--- src/rtl/video_frame_loss_monitor_macros.svh ---
// Assertion macros shared by the loss monitor modules.
// Each macro takes a label, the clock, the reset, a condition and a consequence.
`ifndef VIDEO_FRAME_LOSS_MONITOR_MACROS_SVH
`define VIDEO_FRAME_LOSS_MONITOR_MACROS_SVH

`ifndef SYNTH

// Consequence must hold in the same cycle as the condition
`define VFLM_ASSERT_IMP(lbl, clk, rst, ante, cons) \
  lbl: assert property (@(posedge clk) disable iff (rst) (ante) |-> (cons)) \
    else $error("vflm: same-cycle check failed");

// Consequence must hold in the cycle after the condition
`define VFLM_ASSERT_NXT(lbl, clk, rst, ante, cons) \
  lbl: assert property (@(posedge clk) disable iff (rst) (ante) |=> (cons)) \
    else $error("vflm: next-cycle check failed");

`else

`define VFLM_ASSERT_IMP(lbl, clk, rst, ante, cons)
`define VFLM_ASSERT_NXT(lbl, clk, rst, ante, cons)

`endif

`endif

--- src/rtl/vflm_pkg.sv ---
`timescale 1ns / 1ps

package vflm_pkg;

  localparam int FRAME_BITS = 24;
  localparam int SEQ_BITS   = 16;
  localparam int CNT_W      = 32;
  // Signed width of frame and encoding numbers: frame number plus one, plus sign
  localparam int ENC_W      = FRAME_BITS + 2;

  // Shared divider geometry
  localparam int DIV_W      = ENC_W;
  localparam int DIVR_W     = FRAME_BITS;
  localparam int DIV_CNT_W  = $clog2(DIV_W);
  localparam logic [DIV_CNT_W-1:0] DIV_LAST = DIV_CNT_W'(DIV_W - 1);

  localparam logic [FRAME_BITS-1:0] LOST_MAX = '1;

  typedef logic signed [ENC_W-1:0] frame_t;

  typedef enum logic [1:0] {
    FT_I   = 2'd0,
    FT_IDR = 2'd1,
    FT_P   = 2'd2,
    FT_B   = 2'd3
  } frame_type_t;

  typedef enum logic [1:0] {
    CFG_B_FRAMES = 2'd0,
    CFG_GOP      = 2'd1,
    CFG_TRACE    = 2'd2
  } cfg_index_t;

  typedef enum logic [3:0] {
    ST_IDLE,
    ST_DECIDE,
    ST_ENC_GO,
    ST_ENC_WAIT,
    ST_SPAN_GO,
    ST_SPAN_WAIT,
    ST_GOP_GO,
    ST_GOP_WAIT,
    ST_APPLY
  } state_t;

  typedef struct packed {
    logic [3:0]            b_frames;
    logic [7:0]            gop;
    logic [FRAME_BITS-1:0] trace;
  } cfg_t;

  typedef struct packed {
    logic [SEQ_BITS-1:0]   seq;
    logic                  first;
    logic                  last;
    logic [FRAME_BITS-1:0] fn;
    frame_type_t           ftype;
    logic                  warm;
  } item_t;

  typedef struct packed {
    logic                  synced;
    logic [SEQ_BITS-1:0]   plost;
    logic [FRAME_BITS-1:0] flost;
    logic [CNT_W-1:0]      pkt_rx;
    logic [CNT_W-1:0]      pkt_lost;
    logic [CNT_W-1:0]      frm_rx;
    logic [CNT_W-1:0]      frm_disc;
  } res_t;

  typedef struct packed {
    logic              start;
    logic [DIV_W-1:0]  dividend;
    logic [DIVR_W-1:0] divisor;
  } div_req_t;

  typedef struct packed {
    logic              busy;
    logic              done;
    logic [DIVR_W-1:0] remainder;
  } div_rsp_t;

  // Encoding number of a frame from its display number and type
  function automatic frame_t encoding_of(logic [FRAME_BITS-1:0] fn, logic [3:0] nb,
                                         frame_type_t ft);
    frame_t fn_s;
    frame_t nb_s;
    fn_s = $signed({2'b00, fn});
    nb_s = $signed({{(ENC_W-4){1'b0}}, nb});
    if (ft == FT_B) begin
      return fn_s + frame_t'(1);
    end else if (ft == FT_P) begin
      return fn_s - nb_s;
    end else if (fn == '0) begin
      return '0;
    end else begin
      return fn_s - nb_s;
    end
  endfunction

endpackage

--- src/rtl/vflm_divider.sv ---
`timescale 1ns / 1ps
`include "video_frame_loss_monitor_macros.svh"

// Radix-2 restoring divider, one quotient bit per cycle; only the remainder is used
module vflm_divider (
  input  logic               clk,
  input  logic               rst,
  input  vflm_pkg::div_req_t req,
  output vflm_pkg::div_rsp_t rsp
);

  logic [vflm_pkg::DIVR_W:0]    rem;
  logic [vflm_pkg::DIV_W-1:0]   quo;
  logic [vflm_pkg::DIVR_W-1:0]  dsr;
  logic [vflm_pkg::DIV_CNT_W-1:0] cnt;
  logic                         busy;
  logic                         done;
  logic [vflm_pkg::DIVR_W:0]    trial;
  logic                         ge;
  logic [vflm_pkg::DIVR_W:0]    rem_step;

  // Shift in the next dividend bit and subtract when it fits
  always_comb begin
    trial    = {rem[vflm_pkg::DIVR_W-1:0], quo[vflm_pkg::DIV_W-1]};
    ge       = trial >= {1'b0, dsr};
    rem_step = ge ? (trial - {1'b0, dsr}) : trial;
  end

  // Sequence the steps
  always_ff @(posedge clk) begin
    if (rst) begin
      busy <= 1'b0;
      done <= 1'b0;
      cnt  <= '0;
    end else begin
      done <= 1'b0;
      if (req.start) begin
        busy <= 1'b1;
        cnt  <= '0;
      end else if (busy) begin
        cnt <= cnt + 1'b1;
        if (cnt == vflm_pkg::DIV_LAST) begin
          busy <= 1'b0;
          done <= 1'b1;
        end
      end
    end
  end

  // Load operands, then advance the partial remainder
  always_ff @(posedge clk) begin
    if (req.start) begin
      rem <= '0;
      quo <= req.dividend;
      dsr <= req.divisor;
    end else if (busy) begin
      rem <= rem_step;
      quo <= {quo[vflm_pkg::DIV_W-2:0], ge};
    end
  end

  assign rsp.busy      = busy;
  assign rsp.done      = done;
  assign rsp.remainder = rem[vflm_pkg::DIVR_W-1:0];

  `VFLM_ASSERT_IMP(a_start_when_idle, clk, rst, req.start, !busy)
  `VFLM_ASSERT_NXT(a_start_goes_busy, clk, rst, req.start, busy)
  `VFLM_ASSERT_IMP(a_done_after_busy, clk, rst, done, !busy)

endmodule

--- src/rtl/vflm_core.sv ---
`timescale 1ns / 1ps
`include "video_frame_loss_monitor_macros.svh"

// Sequencer and loss tracking state; drives the shared divider
module vflm_core (
  input  logic               clk,
  input  logic               rst,
  input  vflm_pkg::cfg_t     cfg,
  input  logic               in_valid,
  output logic               in_ready,
  input  vflm_pkg::item_t    in_item,
  output logic               out_valid,
  input  logic               out_ready,
  output vflm_pkg::res_t     res,
  output vflm_pkg::div_req_t div_req,
  input  vflm_pkg::div_rsp_t div_rsp
);

  vflm_pkg::state_t state, state_next;
  vflm_pkg::item_t  item;

  // Tracking state
  logic                              locked, locked_next;
  logic [vflm_pkg::SEQ_BITS-1:0]     last_seq, last_seq_next;
  vflm_pkg::frame_t                  lgi, lgi_next;
  vflm_pkg::frame_t                  lgp, lgp_next;
  logic [vflm_pkg::FRAME_BITS-1:0]   open_fn, open_fn_next;
  vflm_pkg::frame_t                  open_enc, open_enc_next;
  logic                              open_done, open_done_next;
  logic                              open_drop, open_drop_next;
  logic [vflm_pkg::CNT_W-1:0]        pkt_rx, pkt_rx_next;
  logic [vflm_pkg::CNT_W-1:0]        pkt_lost, pkt_lost_next;
  logic [vflm_pkg::CNT_W-1:0]        frm_rx, frm_rx_next;
  logic [vflm_pkg::CNT_W-1:0]        frm_disc, frm_disc_next;

  // Division results
  vflm_pkg::frame_t                  nxt_reg;
  logic [vflm_pkg::FRAME_BITS-1:0]   prevref;
  logic                              gop_hit;

  logic                              res_valid;
  logic                              commit;

  // Derived values of the held word
  vflm_pkg::frame_t                  enc;
  vflm_pkg::frame_t                  fn_s;
  vflm_pkg::frame_t                  nb_s;
  vflm_pkg::frame_t                  nxt_raw;
  vflm_pkg::frame_t                  nxt_v;
  logic                              nxt_neg;
  logic [vflm_pkg::DIV_W-1:0]        nxt_mag;
  logic [4:0]                        span;
  logic [vflm_pkg::FRAME_BITS:0]     nextref;
  vflm_pkg::frame_t                  nextref_s;
  vflm_pkg::frame_t                  prevref_s;
  vflm_pkg::frame_t                  p_ref;
  vflm_pkg::frame_t                  enc_max;
  logic                              is_ref_i;
  logic                              is_b;
  logic                              lock_hit;
  logic                              gap;
  logic [vflm_pkg::SEQ_BITS-1:0]     plost_v;
  logic                              dropped_mid;
  logic                              pass;
  logic                              tail_inc;
  logic signed [vflm_pkg::ENC_W:0]   flost_sum;
  logic [vflm_pkg::FRAME_BITS-1:0]   flost_v;

  always_comb begin
    enc       = vflm_pkg::encoding_of(item.fn, cfg.b_frames, item.ftype);
    fn_s      = $signed({2'b00, item.fn});
    nb_s      = $signed({{(vflm_pkg::ENC_W-4){1'b0}}, cfg.b_frames});
    nxt_raw   = open_enc + vflm_pkg::frame_t'(1);
    nxt_neg   = nxt_raw[vflm_pkg::ENC_W-1];
    nxt_mag   = nxt_neg ? vflm_pkg::DIV_W'(-nxt_raw) : vflm_pkg::DIV_W'(nxt_raw);
    nxt_v     = (cfg.trace == '0) ? nxt_raw : nxt_reg;
    span      = {1'b0, cfg.b_frames} + 5'd1;
    nextref   = {1'b0, prevref} + {{(vflm_pkg::FRAME_BITS-4){1'b0}}, span};
    nextref_s = $signed({1'b0, nextref});
    prevref_s = $signed({2'b00, prevref});
    p_ref     = fn_s - nb_s - vflm_pkg::frame_t'(1);
    enc_max   = (enc > open_enc) ? enc : open_enc;
    is_ref_i  = (item.ftype == vflm_pkg::FT_I) || (item.ftype == vflm_pkg::FT_IDR);
    is_b      = item.ftype == vflm_pkg::FT_B;
    lock_hit  = item.warm && is_ref_i && item.first;
    gap       = item.seq != (last_seq + 1'b1);
    plost_v   = (item.seq > last_seq) ? (item.seq - last_seq) : vflm_pkg::SEQ_BITS'(1);
    dropped_mid = open_drop | (gap & !item.first);
  end

  // Reference check of the frame that starts with this word
  always_comb begin
    if (is_ref_i) begin
      pass = 1'b1;
    end else if (item.ftype == vflm_pkg::FT_P) begin
      pass = (lgi == p_ref) || (lgp == p_ref);
    end else if ((cfg.gop != '0) && gop_hit) begin
      pass = (lgp == prevref_s) && (lgi == nextref_s);
    end else begin
      pass = lgp == nextref_s;
    end
  end

  // Frames lost at this word, clamped to the field range
  always_comb begin
    tail_inc  = item.first ? (!pass && item.last) : (item.last && dropped_mid);
    flost_sum = '0;
    if (gap && (enc > nxt_v)) begin
      flost_sum = {enc_max[vflm_pkg::ENC_W-1], enc_max}
                - {open_enc[vflm_pkg::ENC_W-1], open_enc}
                - (vflm_pkg::ENC_W+1)'(1);
    end
    flost_sum = flost_sum + $signed({{vflm_pkg::ENC_W{1'b0}}, gap && !open_done})
                          + $signed({{vflm_pkg::ENC_W{1'b0}}, tail_inc});
    if (flost_sum < 0) begin
      flost_v = '0;
    end else if (flost_sum > $signed({3'b000, vflm_pkg::LOST_MAX})) begin
      flost_v = vflm_pkg::LOST_MAX;
    end else begin
      flost_v = flost_sum[vflm_pkg::FRAME_BITS-1:0];
    end
  end

  // Next tracking state for the word being finished
  always_comb begin
    locked_next    = locked;
    last_seq_next  = last_seq;
    lgi_next       = lgi;
    lgp_next       = lgp;
    open_fn_next   = open_fn;
    open_enc_next  = open_enc;
    open_done_next = open_done;
    open_drop_next = open_drop;
    pkt_rx_next    = pkt_rx;
    pkt_lost_next  = pkt_lost;
    frm_rx_next    = frm_rx;
    frm_disc_next  = frm_disc;
    if (!locked) begin
      if (lock_hit) begin
        last_seq_next = item.seq;
        lgp_next      = (item.fn != '0) ? p_ref : '1;
        open_fn_next  = item.fn;
        open_enc_next = enc;
        if (item.last) begin
          open_done_next = 1'b1;
          lgi_next       = fn_s;
          frm_rx_next    = frm_rx + 1'b1;
        end else begin
          open_drop_next = 1'b0;
          open_done_next = 1'b0;
          lgi_next       = '1;
        end
        pkt_rx_next = pkt_rx + 1'b1;
        locked_next = 1'b1;
      end
    end else begin
      last_seq_next  = item.seq;
      open_drop_next = dropped_mid;
      if (item.first) begin
        if (pass) begin
          if ((item.ftype == vflm_pkg::FT_P) || !item.last) begin
            open_drop_next = 1'b0;
          end
          if (item.last) begin
            if (item.ftype == vflm_pkg::FT_P) begin
              lgp_next = fn_s;
            end else if (!is_b) begin
              lgi_next = fn_s;
            end
            frm_rx_next = frm_rx + 1'b1;
          end
        end else begin
          open_drop_next = 1'b1;
        end
        open_done_next = item.last;
        open_fn_next   = item.fn;
        open_enc_next  = enc;
      end else if (item.last) begin
        if (!dropped_mid) begin
          if (item.ftype == vflm_pkg::FT_P) begin
            lgp_next = $signed({2'b00, open_fn});
          end else if (!is_b) begin
            lgi_next = $signed({2'b00, open_fn});
          end
          frm_rx_next = frm_rx + 1'b1;
        end
        open_done_next = 1'b1;
      end
      pkt_rx_next   = pkt_rx + 1'b1;
      pkt_lost_next = pkt_lost + (gap ? {{(vflm_pkg::CNT_W-vflm_pkg::SEQ_BITS){1'b0}}, plost_v}
                                      : '0);
      frm_disc_next = frm_disc + {{(vflm_pkg::CNT_W-vflm_pkg::FRAME_BITS){1'b0}}, flost_v};
    end
  end

  // Next state
  always_comb begin
    state_next = state;
    unique case (state)
      vflm_pkg::ST_IDLE: begin
        if (in_valid) state_next = vflm_pkg::ST_DECIDE;
      end
      vflm_pkg::ST_DECIDE: begin
        if (!locked) begin
          state_next = vflm_pkg::ST_APPLY;
        end else if (gap && (cfg.trace != '0)) begin
          state_next = vflm_pkg::ST_ENC_GO;
        end else if (item.first && is_b) begin
          state_next = vflm_pkg::ST_SPAN_GO;
        end else begin
          state_next = vflm_pkg::ST_APPLY;
        end
      end
      vflm_pkg::ST_ENC_GO:   state_next = vflm_pkg::ST_ENC_WAIT;
      vflm_pkg::ST_ENC_WAIT: begin
        if (div_rsp.done) begin
          state_next = (item.first && is_b) ? vflm_pkg::ST_SPAN_GO : vflm_pkg::ST_APPLY;
        end
      end
      vflm_pkg::ST_SPAN_GO:   state_next = vflm_pkg::ST_SPAN_WAIT;
      vflm_pkg::ST_SPAN_WAIT: begin
        if (div_rsp.done) begin
          state_next = (cfg.gop != '0) ? vflm_pkg::ST_GOP_GO : vflm_pkg::ST_APPLY;
        end
      end
      vflm_pkg::ST_GOP_GO:   state_next = vflm_pkg::ST_GOP_WAIT;
      vflm_pkg::ST_GOP_WAIT: begin
        if (div_rsp.done) state_next = vflm_pkg::ST_APPLY;
      end
      vflm_pkg::ST_APPLY: begin
        if (commit) state_next = vflm_pkg::ST_IDLE;
      end
      default: state_next = vflm_pkg::ST_IDLE;
    endcase
  end

  // State outputs: handshake, commit and divider operands
  always_comb begin
    in_ready         = state == vflm_pkg::ST_IDLE;
    commit           = (state == vflm_pkg::ST_APPLY) && (!res_valid || out_ready);
    div_req.start    = 1'b0;
    div_req.dividend = '0;
    div_req.divisor  = '0;
    unique case (state)
      vflm_pkg::ST_ENC_GO: begin
        div_req.start    = 1'b1;
        div_req.dividend = nxt_mag;
        div_req.divisor  = cfg.trace;
      end
      vflm_pkg::ST_SPAN_GO: begin
        div_req.start    = 1'b1;
        div_req.dividend = {2'b00, item.fn};
        div_req.divisor  = {{(vflm_pkg::DIVR_W-5){1'b0}}, span};
      end
      vflm_pkg::ST_GOP_GO: begin
        div_req.start    = 1'b1;
        div_req.dividend = {1'b0, nextref};
        div_req.divisor  = {{(vflm_pkg::DIVR_W-8){1'b0}}, cfg.gop};
      end
      default: begin
        div_req.start = 1'b0;
      end
    endcase
  end

  // Control registers
  always_ff @(posedge clk) begin
    if (rst) begin
      state     <= vflm_pkg::ST_IDLE;
      res_valid <= 1'b0;
      locked    <= 1'b0;
      last_seq  <= '0;
      lgi       <= '1;
      lgp       <= '1;
      open_fn   <= '0;
      open_enc  <= '0;
      open_done <= 1'b1;
      open_drop <= 1'b0;
      pkt_rx    <= '0;
      pkt_lost  <= '0;
      frm_rx    <= '0;
      frm_disc  <= '0;
    end else begin
      state <= state_next;
      if (commit) begin
        res_valid <= 1'b1;
        locked    <= locked_next;
        last_seq  <= last_seq_next;
        lgi       <= lgi_next;
        lgp       <= lgp_next;
        open_fn   <= open_fn_next;
        open_enc  <= open_enc_next;
        open_done <= open_done_next;
        open_drop <= open_drop_next;
        pkt_rx    <= pkt_rx_next;
        pkt_lost  <= pkt_lost_next;
        frm_rx    <= frm_rx_next;
        frm_disc  <= frm_disc_next;
      end else if (out_ready) begin
        res_valid <= 1'b0;
      end
    end
  end

  // Hold the input word and capture divider results
  always_ff @(posedge clk) begin
    if (in_valid && in_ready) item <= in_item;
    if ((state == vflm_pkg::ST_ENC_WAIT) && div_rsp.done) begin
      nxt_reg <= nxt_neg ? -$signed({2'b00, div_rsp.remainder})
                         :  $signed({2'b00, div_rsp.remainder});
    end
    if ((state == vflm_pkg::ST_SPAN_WAIT) && div_rsp.done) begin
      prevref <= item.fn - div_rsp.remainder;
    end
    if ((state == vflm_pkg::ST_GOP_WAIT) && div_rsp.done) begin
      gop_hit <= div_rsp.remainder == '0;
    end
  end

  // Result word
  always_ff @(posedge clk) begin
    if (commit) begin
      res.synced   <= locked_next;
      res.plost    <= (locked && gap) ? plost_v : '0;
      res.flost    <= locked ? flost_v : '0;
      res.pkt_rx   <= pkt_rx_next;
      res.pkt_lost <= pkt_lost_next;
      res.frm_rx   <= frm_rx_next;
      res.frm_disc <= frm_disc_next;
    end
  end

  assign out_valid = res_valid;

  `VFLM_ASSERT_NXT(a_lock_sticks, clk, rst, locked, locked)
  `VFLM_ASSERT_IMP(a_sync_tracks_lock, clk, rst, res_valid, res.synced == locked)
  `VFLM_ASSERT_IMP(a_div_start_state, clk, rst, div_req.start, state == vflm_pkg::ST_ENC_GO || state == vflm_pkg::ST_SPAN_GO || state == vflm_pkg::ST_GOP_GO)

endmodule

--- src/rtl/video_frame_loss_monitor.sv ---
`timescale 1ns / 1ps

// Receive-side video loss monitor. Each input word is one packet header; each
// produces exactly one result word with the lock flag, the packets and frames
// found lost at that packet and the four wrapping 32-bit totals. The block
// takes one word at a time: s_tready is high only while it is idle, and a new
// word may be taken while the previous result waits on the output register.
// A word uses the shared 26-step remainder unit once for a sequence gap with
// a non-zero encoding modulus, and twice more (once when gop_length is zero)
// for the first fragment of a B frame. Configuration is written through
// cfg_we / cfg_index / cfg_data; the user must keep to writing it while no
// word is in flight, and the block itself does not enforce this.
module video_frame_loss_monitor (
  input  logic         clk,
  input  logic         rst,
  // Configuration
  input  logic         cfg_we,
  input  logic [1:0]   cfg_index,
  input  logic [23:0]  cfg_data,
  // Packet headers
  input  logic         s_tvalid,
  output logic         s_tready,
  input  logic [47:0]  s_tdata,   // seq_number[15:0], frame_number[39:16], warmup_over[40]
  input  logic [2:0]   s_tuser,   // fragment_first[0], frame_type[2:1]
  input  logic         s_tlast,   // fragment_last
  // Results
  output logic         m_tvalid,
  input  logic         m_tready,
  output logic [175:0] m_tdata    // synced[0], packets_lost_now[16:1],
                                  // frames_lost_now[40:17],
                                  // total_packets_received[72:41],
                                  // total_packets_lost[104:73],
                                  // total_frames_received[136:105],
                                  // total_frames_discarded[168:137]
);

  vflm_pkg::cfg_t     cfg;
  vflm_pkg::item_t    in_item;
  vflm_pkg::res_t     res;
  vflm_pkg::div_req_t div_req;
  vflm_pkg::div_rsp_t div_rsp;

  // Configuration registers
  always_ff @(posedge clk) begin
    if (rst) begin
      cfg.b_frames <= 4'd2;
      cfg.gop      <= 8'd12;
      cfg.trace    <= '1;
    end else if (cfg_we) begin
      unique case (vflm_pkg::cfg_index_t'(cfg_index))
        vflm_pkg::CFG_B_FRAMES: cfg.b_frames <= cfg_data[3:0];
        vflm_pkg::CFG_GOP:      cfg.gop      <= cfg_data[7:0];
        vflm_pkg::CFG_TRACE:    cfg.trace    <= cfg_data;
        default:                cfg.trace    <= cfg.trace;
      endcase
    end
  end

  // Unpack the input word
  always_comb begin
    in_item.seq   = s_tdata[15:0];
    in_item.first = s_tuser[0];
    in_item.last  = s_tlast;
    in_item.fn    = s_tdata[39:16];
    in_item.ftype = vflm_pkg::frame_type_t'(s_tuser[2:1]);
    in_item.warm  = s_tdata[40];
  end

  vflm_core u_core (
    .clk       (clk),
    .rst       (rst),
    .cfg       (cfg),
    .in_valid  (s_tvalid),
    .in_ready  (s_tready),
    .in_item   (in_item),
    .out_valid (m_tvalid),
    .out_ready (m_tready),
    .res       (res),
    .div_req   (div_req),
    .div_rsp   (div_rsp)
  );

  vflm_divider u_div (
    .clk (clk),
    .rst (rst),
    .req (div_req),
    .rsp (div_rsp)
  );

  // Pack the result word
  assign m_tdata = {7'd0, res.frm_disc, res.frm_rx, res.pkt_lost, res.pkt_rx,
                    res.flost, res.plost, res.synced};

endmodule
--- config.mk ---
export PLATFORM = sky130hd
export DESIGN_NAME = video_frame_loss_monitor
export DESIGN_NICKNAME = d
export VERILOG_FILES = /design/src/rtl/vflm_pkg.sv /design/src/rtl/vflm_divider.sv /design/src/rtl/vflm_core.sv /design/src/rtl/video_frame_loss_monitor.sv
export VERILOG_INCLUDE_DIRS = /design/src /design/src/rtl
export SDC_FILE = /design/constraint.sdc
export NUM_CORES = 2
export LEC_CHECK = 0
export BUFFER_PORTS_ARGS = -buffer_cell sky130_fd_sc_hd__buf_2
export CAP_MARGIN = 20
export CORE_UTILIZATION = 35
export DETAILED_ROUTE_END_ITERATION = 8
export PLACE_DENSITY_LB_ADDON = 0.2
export SYNTH_ARGS = -nofsm -noshare
export SYNTH_HDL_FRONTEND = slang
export SYNTH_SLANG_ARGS = --single-unit
--- constraint.sdc ---
create_clock -name clk -period 15 [get_ports clk]
set_input_delay 0.75 -clock clk [delete_from_list [all_inputs] [get_ports clk]]
set_output_delay 0.75 -clock clk [all_outputs]
set_load 0.1 [all_outputs]
==> results by group <==
Layout
  – Footprint of the multi-input gates: 25,200 um2
  – Fillers: 12,139
  – Area delta synth->final: 12.9%
  – Final core occ: 0.401
  – Largest Register: u_core.res
  – Largest register FFs: 169
  – Biggest regs: u_core.res: 169 flops, cfg: 36 flops
  – Share of layout cells above drive strength 1: 0.121
  – Register area: 15,900 um2
  – Final net count: 5,370

Route
  – Total number of vias: 37,488
  – Routed length per instance: 21.5 um
  – DR DRC count: 0
  – Initial DRT Pass Iterations: 6
  – Vias per cell: 5.55
  – Routed WL: 145 mm
  – 1st-iter DRT viols: 3,518
  – Post-route ant nets: 0

Logic synthesis
  – Mapped cell area: 42,800 um2
  – Count leader, synth: nand2_1
  – #FFs+latches synth: 635
  – Largest cells by area after synthesis: edfxtp_1, dfxtp_1, ha_1
  – Prevailing post-synth register cell: dfxtp_1
  – Synth cell types: 100
  – Top cells by count, synth: nand2_1, a21oi_1, nor2_1
  – Mapped Cells: 4,946
  – Yosys warnings: 0
  – Post-synth ARST share: 0
  – Synthesized area per cell: 8.66 um2
  – Post-synthesis sequential area ratio: 0.370
  – Post-synth EDFFs: 315
  – Post-synth top area cell: edfxtp_1
  – Area share of the largest cell type after synthesis: 0.221

Floorplanning
  – Die Span X: 352 um
  – Chip height: 352 um
  – Starting Density: 0.355
  – Core area: 121,000 um2
  – DIE AREA: 124,000 um2
  – IO Count: 261
  – Num rows: 127

Placement
  – DP Wirelength: 108 mm
  – GP Congestion: 0.972
  – PortBufs: 246

CTS
  – Post-CTS Setup Inserts: 0
  – TritonCTS clock tree: built
  – Latest clock arrival within the worst-skew pair: 0.67 ns
  – Root buf cell: clkbuf_16
  – CTS buffer count: 77
  – Post-CTS Resized: 0
  – Clock Pin Slew Worst Setup and Hold Paths: 0.06 ns
  – Clock buffer depth: 3
  – # H-tree levels: 3
  – Sink Count: 635
  – # hold bufs at CTS: 0

Outcome
  – Status: completed

Pwr
  – Leakage: 18.2 nW
  – VDD IR max: 86.6 uV
  – Design Power: 5.76 mW
  – PD cells: 119 nW/um2

STA
  – Slew @ Worst Pin: 1.21 ns
  – RSZ-0062 raised after global routing: false
  – Setup TNS: 0 ns
  – Fin. Hold Viols: 0
  – Min cycle time layout: 13.92 ns
  – Final slew viol count: 0
  – Clk_skew: 0.0473 ns
  – Tcrit/Tclk final: 0.928
  – Fmax achieved: 71.8 MHz
  – Finish-stage setup viols: 0
  – Slew headroom: 0.170

Min path
  – HP Class: in -> reg

Critical path
  – CP max stage delay: 0.70 ns
  – Worst Path Arrival: 14.35 ns
  – Setup Crit Path Kind: reg -> reg
  – Slowest-stage cell, CP: or4_1
  – Worst setup EP type: flop
  – Most used cell, CP: o21ai_0
  – Worst setup SP type: flop
  – Largest fanout on the critical path: 25
  – Req. time, crit path: 15.42 ns

Global routing
  – Overall Global Routing Usage: 0.229
  – Initial antenna violation count: 4
  – Gr ovfl total: 0
  – Global-route wire length before repair: 216 mm
  – Vias in the first global route: 34,553
  – Pin count of the biggest net entering global routing: 126

Run
  – Max-Cap Viols: 0
-- layer usage --
metal | track usage | vias up | part of all wire
li1 | - | 18118 | -
met1 | 0.323 | 17977 | 0.47
met2 | 0.355 | 1178 | 0.44
met3 | 0.0335 | 211 | 0.062
met4 | 0.0749 | 4 | 0.032
met5 | 0 | - | 0.00014
-- critical path: cells and delay by family, from the launching register on --
kind	cells	cell delay, ns
and+or+nand+nor	13	4.01
xor gates and xnor gates	2	0.33
AOI/OAI and AO/OA	30	6.51
muxes	1	0.38
DFF	1	0.38
adders and majority gates	4	1.18
buffers and inverters	4	0.87
-- through the flow --
| stage | hold WS, ns | instances | area, um2 | setup WS, ns |
|---|---|---|---|---|
| 2_1_floorplan | 0.434 | 4952 | 42800 | 2.97 |
| 3_3_place_gp | 0.441 | 6605 | 45700 | 1.08 |
| 3_5_place_dp | 0.445 | 6608 | 45700 | 1.06 |
| 4_1_cts | 0.199 | 6752 | 48300 | 0.975 |
| 5_1_grt | 0.219 | 6754 | 48400 | 0.163 |
| 6_report | 0.251 | 6754 | 48400 | 1.08 |
-- report_power, final --
part | internal (mW) | leakage, nW | switching [mW]
Clock | 1.13 | 1.28 | 0.797
Combinational | 0.643 | 11.5 | 1.15
Sequential | 1.93 | 5.42 | 0.109
Total | 3.71 | 18.2 | 2.06
-- cells by family after synthesis --
kind of cell | count (synthesis) | synth area share
muxes | 129 | 0.0326
and+or+nand+nor | 1837 | 0.209
adders and majority gates | 211 | 0.0632
xor gates and xnor gates | 505 | 0.110
buffers and inverters | 495 | 0.0445
AOI/OAI and AO/OA | 1133 | 0.170
DFF | 635 | 0.370
other | 1 | 0.0000876
-- layout by cell type, fill, tap and decap left out, types with 20 or more instances in the layout --
cell	count
a211oi_1	64
a21boi_0	20
a21o_1	49
a21oi_1	383
a31oi_1	31
and2_1	52
and3_1	78
buf_2	245
buf_4	79
clkbuf_1	21
clkbuf_16	78
dfxtp_1	319
edfxtp_1	315
ha_1	202
inv_1	205
mux2_2	84
mux2i_1	45
nand2_1	630
nand2b_1	31
nand3_1	154
nand3b_1	44
nand4_1	87
nor2_1	373
nor2b_1	38
nor3_1	95
nor4_1	63
o2111ai_1	37
o211ai_1	29
o21a_1	30
o21ai_0	221
o22ai_1	34
o31ai_1	21
or2_2	33
or3_1	52
or4_1	25
xnor2_1	275
xnor3_1	21
xor2_1	206
-- path summary, 6_finish.rpt --
| check | start | to | slack [ns] | cells past startpoint |
|---|---|---|---|---|
| worst max-delay path | u_core.fn_s[4] | u_core.res[30] | 1.08 | 54 |
| worst min-delay path | s_tdata[14] | u_core.item[43] | 0.25 | 1 |
| worst max register to register | u_core.fn_s[4] | u_core.res[30] | 1.08 | 54 |
| worst min register to register | u_core.open_fn[11] | u_core.open_fn[11] | 0.45 | 2 |
-- layout make-up --
| type | count | share of cell area |
|---|---|---|
| multi-input cells | 3822 | 0.521 |
| clock buffers | 107 | 0.0443 |
| inverters | 212 | 0.0166 |
| flip-flops and latches | 635 | 0.328 |
| repair buffers | 328 | 0.0389 |
| clock inverters | 37 | 0.00986 |
| diodes | 1 | 0.0000517 |
| well taps | 1612 | 0.0417 |
No activity file was read; power rests on OpenSTA's default activity.
